<file path="src/bkdr_pkg.sv">
`timescale 1ns / 1ps

package bkdr_pkg;

  localparam int unsigned HashW    = 32;
  localparam int unsigned ByteW    = 8;
  localparam int unsigned OutW     = 31;
  localparam int unsigned AddrW    = 3;
  localparam int unsigned DataW    = 32;
  localparam int unsigned CntW     = 5;

  localparam logic [HashW-1:0] HashSeed      = 32'd131;
  localparam logic [HashW-1:0] ModulusReset  = 32'd1;
  localparam logic [CntW-1:0]  LastBit       = CntW'(OutW - 1);

  // Register index, taken from paddr[2]
  typedef enum logic {
    REG_MODULUS = 1'b0
  } bkdr_reg_e;

  typedef enum logic [1:0] {
    DIV_IDLE,
    DIV_RUN,
    DIV_DONE
  } bkdr_div_state_e;

  // Queue status: full gates the input bytes, empty wakes the back
  typedef struct packed {
    logic empty;
    logic full;
  } bkdr_q_status_t;

endpackage

</file>
<file path="src/bkdr_front.sv">
`timescale 1ns / 1ps

module bkdr_front
  import bkdr_pkg::*;
(
  input  logic                clk_i,
  input  logic                rst_ni,
  input  logic                accept_i,
  input  logic [ByteW-1:0]    char_byte_i,
  output logic                enq_o,
  output logic [OutW-1:0]     enq_data_o
);

  logic [HashW-1:0] hash_q, hash_d;
  logic             term;

  assign term = (char_byte_i == '0);

  always_comb begin
    hash_d = hash_q;
    if (accept_i) begin
      if (term) begin
        hash_d = '0;
      end else begin
        hash_d = hash_q * HashSeed + HashW'(char_byte_i);
      end
    end
  end

  // The terminating byte hands the masked hash to the back
  assign enq_o      = accept_i && term;
  assign enq_data_o = hash_q[OutW-1:0];

  always_ff @(posedge clk_i or negedge rst_ni) begin
    if (!rst_ni) begin
      hash_q <= '0;
    end else begin
      hash_q <= hash_d;
    end
  end

  a_clear_on_term: assert property (@(posedge clk_i) disable iff (!rst_ni)
    enq_o |=> (hash_q == '0))
    else $error("running hash not cleared after terminating byte");

endmodule

</file>
<file path="src/bkdr_fifo.sv">
`timescale 1ns / 1ps

module bkdr_fifo
  import bkdr_pkg::*;
(
  input  logic                clk_i,
  input  logic                rst_ni,
  input  logic                enq_i,
  input  logic [OutW-1:0]     enq_data_i,
  input  logic                deq_i,
  output logic [OutW-1:0]     deq_data_o,
  output bkdr_q_status_t      status_o
);

  logic [OutW-1:0] mem_q [2];
  logic            wr_ptr_q, rd_ptr_q;
  logic [1:0]      cnt_q, cnt_d;
  logic            do_enq, do_deq;

  assign status_o.empty = (cnt_q == 2'd0);
  assign status_o.full  = (cnt_q == 2'd2);
  assign do_enq = enq_i && !status_o.full;
  assign do_deq = deq_i && !status_o.empty;
  assign deq_data_o = mem_q[rd_ptr_q];

  always_comb begin
    cnt_d = cnt_q;
    case ({do_enq, do_deq})
      2'b10:   cnt_d = cnt_q + 2'd1;
      2'b01:   cnt_d = cnt_q - 2'd1;
      default: cnt_d = cnt_q;
    endcase
  end

  always_ff @(posedge clk_i or negedge rst_ni) begin
    if (!rst_ni) begin
      wr_ptr_q <= 1'b0;
      rd_ptr_q <= 1'b0;
      cnt_q    <= 2'd0;
    end else begin
      cnt_q <= cnt_d;
      if (do_enq) begin
        wr_ptr_q <= !wr_ptr_q;
      end
      if (do_deq) begin
        rd_ptr_q <= !rd_ptr_q;
      end
    end
  end

  always_ff @(posedge clk_i) begin
    if (do_enq) begin
      mem_q[wr_ptr_q] <= enq_data_i;
    end
  end

  a_cnt_range: assert property (@(posedge clk_i) disable iff (!rst_ni)
    cnt_q <= 2'd2)
    else $error("queue count out of range");

  a_enq_visible: assert property (@(posedge clk_i) disable iff (!rst_ni)
    do_enq |=> !status_o.empty)
    else $error("queue empty after a write");

endmodule

</file>
<file path="src/bkdr_back.sv">
`timescale 1ns / 1ps

module bkdr_back
  import bkdr_pkg::*;
(
  input  logic                clk_i,
  input  logic                rst_ni,
  input  logic                q_empty_i,
  input  logic [OutW-1:0]     q_data_i,
  output logic                q_deq_o,
  input  logic [HashW-1:0]    modulus_i,
  output logic                empty,
  input  logic                pop,
  output logic [OutW-1:0]     bucket_hash_o
);

  bkdr_div_state_e state_q, state_d;
  logic [CntW-1:0]  cnt_q;
  logic [OutW-1:0]  dvd_q;
  logic [OutW-1:0]  rem_q;
  logic [HashW-1:0] div_q;
  logic [HashW-1:0] trial;
  logic             fits;
  logic             load;

  // One remainder bit per cycle; a zero divisor always "fits", so rem takes the dividend bits unchanged
  assign trial = {rem_q, dvd_q[OutW-1]};
  assign fits  = (trial >= div_q);

  always_comb begin
    state_d = state_q;
    unique case (state_q)
      DIV_IDLE: begin
        if (!q_empty_i) begin
          state_d = DIV_RUN;
        end
      end
      DIV_RUN: begin
        if (cnt_q == '0) begin
          state_d = DIV_DONE;
        end
      end
      DIV_DONE: begin
        if (pop) begin
          state_d = DIV_IDLE;
        end
      end
      default: state_d = DIV_IDLE;
    endcase
  end

  always_comb begin
    load    = 1'b0;
    empty   = 1'b1;
    unique case (state_q)
      DIV_IDLE: load  = !q_empty_i;
      DIV_RUN:  load  = 1'b0;
      DIV_DONE: empty = 1'b0;
      default: begin
        load  = 1'b0;
        empty = 1'b1;
      end
    endcase
  end

  assign q_deq_o       = load;
  assign bucket_hash_o = rem_q;

  always_ff @(posedge clk_i or negedge rst_ni) begin
    if (!rst_ni) begin
      state_q <= DIV_IDLE;
      cnt_q   <= '0;
    end else begin
      state_q <= state_d;
      if (load) begin
        cnt_q <= LastBit;
      end else if (state_q == DIV_RUN) begin
        cnt_q <= cnt_q - CntW'(1);
      end
    end
  end

  always_ff @(posedge clk_i) begin
    if (load) begin
      dvd_q <= q_data_i;
      rem_q <= '0;
      div_q <= modulus_i;
    end else if (state_q == DIV_RUN) begin
      dvd_q <= {dvd_q[OutW-2:0], 1'b0};
      rem_q <= fits ? OutW'(trial - div_q) : trial[OutW-1:0];
    end
  end

  a_rem_below_div: assert property (@(posedge clk_i) disable iff (!rst_ni)
    (state_q == DIV_DONE && div_q != '0) |-> (HashW'(rem_q) < div_q))
    else $error("remainder not below divisor");

  a_hold_result: assert property (@(posedge clk_i) disable iff (!rst_ni)
    (state_q == DIV_DONE && !pop) |=> (state_q == DIV_DONE && $stable(rem_q)))
    else $error("result lost before pop");

endmodule

</file>
<file path="src/bkdr_string_hash_unit.sv">
`timescale 1ns / 1ps

// Channel   Handshake                 Payload
// input     push / full               char_byte_i   [7:0]
// result    empty / pop               bucket_hash_o [30:0]
// config    APB psel/penable/pwrite   paddr [2:0], pwdata/prdata [31:0]; modulus at 0x0
//
// A byte is taken whenever full is low; the running hash updates in the front.
// A terminating byte queues the masked hash (two entries); the back reduces it
// with a restoring remainder unit, one bit per cycle, and takes the next hash
// only after its result is popped.
// full rises only while both queue entries are taken; a held result stalls the back.
// Reset: running hash 0, modulus 1, queue and back empty.

module bkdr_string_hash_unit
  import bkdr_pkg::*;
(
  input  logic               clk_i,
  input  logic               rst_ni,
  input  logic               push,
  output logic               full,
  input  logic [ByteW-1:0]   char_byte_i,
  output logic               empty,
  input  logic               pop,
  output logic [OutW-1:0]    bucket_hash_o,
  input  logic               psel,
  input  logic               penable,
  input  logic               pwrite,
  input  logic [AddrW-1:0]   paddr,
  input  logic [DataW-1:0]   pwdata,
  output logic [DataW-1:0]   prdata,
  output logic               pready
);

  logic [HashW-1:0] modulus_q;
  logic             accept;
  logic             enq;
  logic [OutW-1:0]  enq_data;
  logic             deq;
  logic [OutW-1:0]  deq_data;
  bkdr_q_status_t   q_status;
  bkdr_reg_e        reg_sel;

  assign pready  = 1'b1;
  assign reg_sel = bkdr_reg_e'(paddr[2]);
  assign full    = q_status.full;
  assign accept  = push && !full;

  always_comb begin
    unique case (reg_sel)
      REG_MODULUS: prdata = modulus_q;
      default:     prdata = '0;
    endcase
  end

  always_ff @(posedge clk_i or negedge rst_ni) begin
    if (!rst_ni) begin
      modulus_q <= ModulusReset;
    end else if (psel && penable && pwrite && pready && reg_sel == REG_MODULUS) begin
      modulus_q <= pwdata;
    end
  end

  bkdr_front u_front (
    .clk_i       (clk_i),
    .rst_ni      (rst_ni),
    .accept_i    (accept),
    .char_byte_i (char_byte_i),
    .enq_o       (enq),
    .enq_data_o  (enq_data)
  );

  bkdr_fifo u_fifo (
    .clk_i      (clk_i),
    .rst_ni     (rst_ni),
    .enq_i      (enq),
    .enq_data_i (enq_data),
    .deq_i      (deq),
    .deq_data_o (deq_data),
    .status_o   (q_status)
  );

  bkdr_back u_back (
    .clk_i         (clk_i),
    .rst_ni        (rst_ni),
    .q_empty_i     (q_status.empty),
    .q_data_i      (deq_data),
    .q_deq_o       (deq),
    .modulus_i     (modulus_q),
    .empty         (empty),
    .pop           (pop),
    .bucket_hash_o (bucket_hash_o)
  );

endmodule

</file>
<file path="config.mk">
export PLATFORM = sky130hd
export DESIGN_NAME = bkdr_string_hash_unit
export DESIGN_NICKNAME = d
export VERILOG_FILES = /design/src/bkdr_pkg.sv /design/src/bkdr_front.sv /design/src/bkdr_fifo.sv /design/src/bkdr_back.sv /design/src/bkdr_string_hash_unit.sv
export SDC_FILE = /design/constraint.sdc
export NUM_CORES = 1
export LEC_CHECK = 0
export BUFFER_PORTS_ARGS = -buffer_cell sky130_fd_sc_hd__buf_2
export CAP_MARGIN = 20
export CORE_UTILIZATION = 61
export CTS_CLUSTER_DIAMETER = 150
export DETAILED_ROUTE_END_ITERATION = 6
export GPL_ROUTABILITY_DRIVEN = 1
export PLACE_DENSITY = 0.89
export SLEW_MARGIN = 20
export SYNTH_ARGS = -nofsm -noshare
export SYNTH_HDL_FRONTEND = slang
export SYNTH_SLANG_ARGS = --single-unit
</file>
<file path="constraint.sdc">
create_clock -name clk_i -period 4.28 [get_ports clk_i]
set_input_delay 0.428 -clock clk_i [delete_from_list [all_inputs] [get_ports clk_i]]
set_output_delay 0.428 -clock clk_i [all_outputs]
set_load 0.02 [all_outputs]
</file>
-- Word level (Yosys, flattened, before mapping)
Memory sizes are Yosys's and may differ from the RTL's.
Index checks and enable logic that the tools add are counted.
- bits in writable memories: 62
- logic and storage cells: 61
- memories: 1
- output and inout port bits: 66
- register bits: 169
- input port bits: 50
- memory list (memory ; words ; width ; rd ports ; clocked after Yosys merged registers in ; write ports ; RTL line ; text):
    u_fifo.mem_q ; 2 ; 31 ; 1 ; 0 ; 1 ; bkdr_fifo.sv:15 ; logic [OutW-1:0] mem_q [2];
- eq/ne operators: 8
- $add $sub $neg: 5
- multiplexer cells: 16
- multiply operators: 1
- bitwise gates (word level): 1
- order comparisons: 1
- reduce and logical (&&, ||, !) cells: 18
- operator list (cell ; number):
    two-way mux 31 bit ; 3
    two-way mux 32 bit ; 2
    adder 32 x 8 -> 32 bit ; 1
    greater-or-equal comparator 32 bit ; 1
    multiplier 32 x 8 -> 32 bit (second input constant) ; 1
    subtractor 31 bit ; 1
    two-way mux 5 bit ; 2
    zero test 8 bit ; 1
    logical AND 1 bit ; 7
    == test 2 bit (second input constant) ; 3
    two-way mux 2 bit ; 3
    one-hot mux 2 bit (3 select lines) ; 1
    zero test 5 bit ; 1
    subtractor 5 x 1 -> 5 bit (second input constant) ; 1
    == test 2 x 1 -> 1 bit (second input constant) ; 2
    zero test 1 bit ; 4
    zero test 2 bit ; 2
    two-way mux 1 bit ; 4
    inequality test 2 bit (second input constant) ; 2
    one-hot mux 2 bit (2 select lines) ; 1
    nonzero test 2 bit ; 2
    AND reduction 3 bit ; 1
    adder 2 x 1 -> 2 bit (second input constant) ; 1
    inequality test 2 x 1 -> 1 bit (second input constant) ; 1
    2 further kinds ; 2

-- Longest topological paths before layout
- word-level depth: 7
- mapped depth: 18
- depth with buffers taken out: 18

-- By module
A second synthesis with hierarchy kept.
- cells, all modules: 1404
- area total of the unflattened synthesis: 14694.1 um^2
- by module, submodules not included (module ; seq. area each (um^2) ; cells each ; instances ; area an instance (um^2)):
    bkdr_back ; 2687.6 ; 627 ; 1 ; 5755.5
    bkdr_front ; 775.7 ; 556 ; 1 ; 4815.9
    bkdr_fifo ; 1961.9 ; 115 ; 1 ; 2561.2
    bkdr_string_hash_unit ; 802.0 ; 106 ; 1 ; 1561.5

-- Least setup slack after synthesis
OpenSTA, ideal clock, no wires.
- kind: input-to-reg
- start: input char_byte_i[7]
- end: register u_front.hash_q[22]
- path slack: 0.392 ns
- cell stages on the path: 16
- library setup time: 0.096 ns
- buffers on the path: 0
- data arrival time: 3.792 ns
- cell sequence: inv_1 > fa_1 > inv_1 > ha_1 > ha_1 > fa_1 > ha_1 > and3_1 > a221oi_1 > o21ai_0 > a31oi_1 > o31ai_1 > nor3_1 > nor2_1 > xnor2_1 > o31ai_1
- longest elaborated chain between the ends: 2
- elaborated cells between the ends (all ways): 3
- those cells by class: add/sub: 1; mux: 1; reduce/logical: 1
- ends and longest elaborated chain (element ; RTL line ; text):
    from (decl) ; bkdr_string_hash_unit.sv:22 ; input logic [ByteW-1:0] char_byte_i,
    adder 32 x 8 -> 32 bit or zero test 8 bit (tied branches) ; bkdr_front.sv:25, bkdr_front.sv:17 ;
    two-way mux 32 bit * ; bkdr_front.sv:22 ; if (term) begin
    to (signal assigned) ; bkdr_front.sv:38 ; hash_q <= hash_d;
    to (decl) ; bkdr_front.sv:14 ; logic [HashW-1:0] hash_q, hash_d;
Every way passes the cells marked *; elsewhere a longest branch is shown, timed or not.
A chain may end at the register's enable or synchronous reset.

-- Final worst setup path
- start: register u_front.hash_q[12]
- end: register u_front.hash_q[29]
- longest elaborated chain between the ends: 3
- ends and longest elaborated chain (element ; RTL line ; text):
    multiplier 32 x 8 -> 32 bit ; bkdr_front.sv:25 ; hash_d = hash_q * HashSeed + HashW'(char_byte_i);
    adder 32 x 8 -> 32 bit ; bkdr_front.sv:25 ;
    two-way mux 32 bit ; bkdr_front.sv:22 ;
No other way between the ends.

==> results.json <==
{
  "die_h_um": 153,
  "seqCellArea_um2": 6230,
  "synth-main-ff-cell": "edfxtp_1",
  "antenna_left": 0,
  "root_buffer": "clkbuf_16",
  "synth_area_leader_cell": "edfxtp_1",
  "layout_commonest_cell": "inv_1",
  "ys_ff_latch": 230,
  "met1_usage": 0.321,
  "dp_hpwl_um": 22200,
  "status": "finished, final reports clean",
  "cts_htree_levels": 1,
  "syn-cell-area_um2": 13900,
  "clk_path_buf_depth": 3,
  "gr-total-overflow": 0,
  "hold_depth": 2,
  "drc": 0,
  "multi_input_area_um2": 6850,
  "track_usage": 0.268,
  "finClkSkew_ns": 0.0146,
  "crit_path_end_kind": "flop",
  "drt-total-wl_um": 31200,
  "dpl_cell_area_um2": 14800,
  "synth.distinct_cells": 69,
  "clk-insertion-delay-late_ns": 0.52,
  "cts_tree": "done",
  "coreArea_um2": 22100,
  "crit_arrival_ns": 4.53,
  "slew-limit-headroom": 0.363,
  "clkSinkCount": 230,
  "cts_made_buffers": 23,
  "placedCellCount": 1676,
  "fp.dieArea_um2": 23500,
  "synth_edf_count": 125,
  "postLayoutCellArea_um2": 15700,
  "crit_path_frequent_cell": "ha_1",
  "period_minus_slack_ns": 4.16,
  "use_met2": 0.484,
  "drive_above_1_share": 0.162,
  "drt_pass1_iterations": 7,
  "setup_viol_count_final": 0,
  "worstMarginPinSlew_ns": 0.955,
  "fmax_mhz": 240,
  "port_buffers": 112,
  "rsz0062_at_grt": "true",
  "timing.final.ws_setup_ns": 0.117,
  "maxSlewViolCount": 0,
  "yosys.area.top_type_share": 0.269,
  "crit_path_max_incr_delay_ns": 0.53,
  "place_congestion": 0.900,
  "post-route-period-util": 0.973,
  "grt_busiest_layer": "met2",
  "antenna_found_initial": 0,
  "worst_hold_slack_ns": 0.140,
  "crit_chain": "ha_1 > ha_1 > ha_1 > inv_1 > fa_1 > inv_1 > ha_1 > a22oi_1 > nand2_1 > or2_2 > o21ai_2 > o21bai_1 > a21o_1 > a31oi_1 > xor2_1 > o31ai_1",
  "mostFrequentLayoutCells": "inv_1 (191), ha_1 (142), edfxtp_1 (125), buf_2 (111), nand2_1 (109)",
  "worst_ep_required_time_ns": 4.65,
  "areaGrowthSynthToFinish_pct": 12.9,
  "diodes": 0,
  "critical_path.startpoint_type": "flop",
  "core.rowCount": 54,
  "synth_nets": 1526,
  "grt_pass1_vias": 10400,
  "final-hold-violation-count": 0,
  "viasPerCell": 5.84,
  "nets": 1647,
  "syn_inst": 1302,
  "drtIter0Drc": 601,
  "grt_pass1_wl_um": 50800,
  "reg2reg_depth": 16,
  "place_ws_ns": -0.0477,
  "pin_count": 116,
  "seq_area_frac_synth": 0.447,
  "start_util": 0.631,
  "min_path_type": "primary input to flop",
  "synth_area_leaders": "edfxtp_1 (27%), dfrtp_1 (13%), ha_1 (13%), inv_1 (5.2%), dfxtp_1 (4.5%)",
  "wl_per_cell_um": 18.1,
  "async_flop_share": 0.322,
  "drv_cap": 0,
  "grt.met3_usage": 0.0403,
  "ys_warn_count": 0,
  "crit_type": "flop to flop",
  "num_vias": 10000,
  "fill_cells": 1465,
  "critPathMaxFanout": 6,
  "clk_pin_slew_ns": 0.07,
  "fp.dieW_um": 153,
  "syn_area_per_cell_um2": 10.7,
  "instances_no_fill": 1720,
  "grt_max_degree": 75,
  "cpMaxStageDelayCell": "fa_1"
}
[cell families (layout without fill, tap and decap cells)]
logic type | count (synthesis) | count (layout) | share of synthesized area
AO/OA/AOI/OAI | 268 | 268 | 0.126
adder cells (fa/ha/maj) | 174 | 174 | 0.173
AND/OR/NAND/NOR | 249 | 249 | 0.0858
XOR/XNOR | 63 | 63 | 0.0396
flip-flops | 230 | 230 | 0.447
buffers and inverters | 233 | 371 | 0.0653
other | 1 | 1 | 0.000269
multiplexers | 84 | 84 | 0.0635
[Yosys cell counts (all sizes together) (17+ instances only)]
master	instances
nor2	34
a22o	17
inv	192
clkbuf	32
dfrtp	73
o21ai	91
nor2b	38
mux2	35
a21oi	51
a21o	26
xor2	20
edfxtp	125
mux2i	49
nand2	109
fa	31
ha	143
xnor2	43
dfxtp	31
[metrics by stage]
step            util   TNS, ns
3_5_place_dp   0.672   -0.0477
2_1_floorplan      -         0
3_3_place_gp   0.672  -0.00284
6_report       0.712         0
4_1_cts        0.708         0
5_1_grt        0.712    -0.172
[worst max-delay path: cells and delay by family, from the launching register on]
| kind | cells | cell delay (ns) |
|---|---|---|
| simple gates | 2 | 0.37 |
| buf+inv | 2 | 0.10 |
| fa+ha+maj | 5 | 1.78 |
| xor+xnor | 1 | 0.26 |
| flops | 1 | 0.48 |
| compound gates | 6 | 1.04 |
[sequential cells by signal, indices dropped and copies added, names as in the netlist]
signal / flops
u_back.dvd_q: 31
u_fifo.wr_ptr_q: 1
u_front.hash_q: 31
u_back.state_q: 2
u_back.cnt_q: 5
u_fifo.cnt_q: 2
u_fifo.mem_q: 62
modulus_q: 32
u_back.bucket_hash_o: 31
u_back.div_q: 32
u_fifo.rd_ptr_q: 1
[path summary, 6_finish.rpt]
path | to | slack (ns) | start
worst min-delay path | modulus_q[9]$_DFFE_PN0P_ | 0.14 | pwdata[9]
max in group asynchronous | u_fifo.rd_ptr_q$_DFFE_PN0P_ | 3.22 | rst_ni
min in group asynchronous | u_front.hash_q[4]$_DFFE_PN0P_ | 0.51 | rst_ni
worst min register to register | u_back.div_q[7]$_DFFE_PP_ | 0.45 | modulus_q[7]$_DFFE_PN0P_
worst max-delay path | u_front.hash_q[29]$_DFFE_PN0P_ | 0.12 | u_front.hash_q[12]$_DFFE_PN0P_
worst max register to register | u_front.hash_q[29]$_DFFE_PN0P_ | 0.12 | u_front.hash_q[12]$_DFFE_PN0P_
[area by class of cell]
| class | count | share of cell area |
|---|---|---|
| Sequential cell | 230 | 0.396 |
| Inverter | 192 | 0.0458 |
| Timing Repair Buffer | 137 | 0.0494 |
| Clock inverter | 15 | 0.0128 |
| Tap cell | 280 | 0.0223 |
| Multi-Input combinational cell | 839 | 0.436 |
| Clock buffer | 27 | 0.0382 |
[what timing repair did]
item                                    4_1_cts  5_1_grt
hold endpoints to repair                      0        2
endpoints found under the setup margin        0        9
setup buffers                                 0        0
resized for setup                             0       14
hold buffers                                  0        1
[routing by layer]
layer,part of all wire,vias to the layer above
li1,-,4768
met1,0.40,4871
met2,0.51,336
met3,0.055,74
met4,0.031,0
met5,0,-
Power is not shown: default switching activity piles up to over one toggle a cycle in this logic, so the estimate is an artifact.
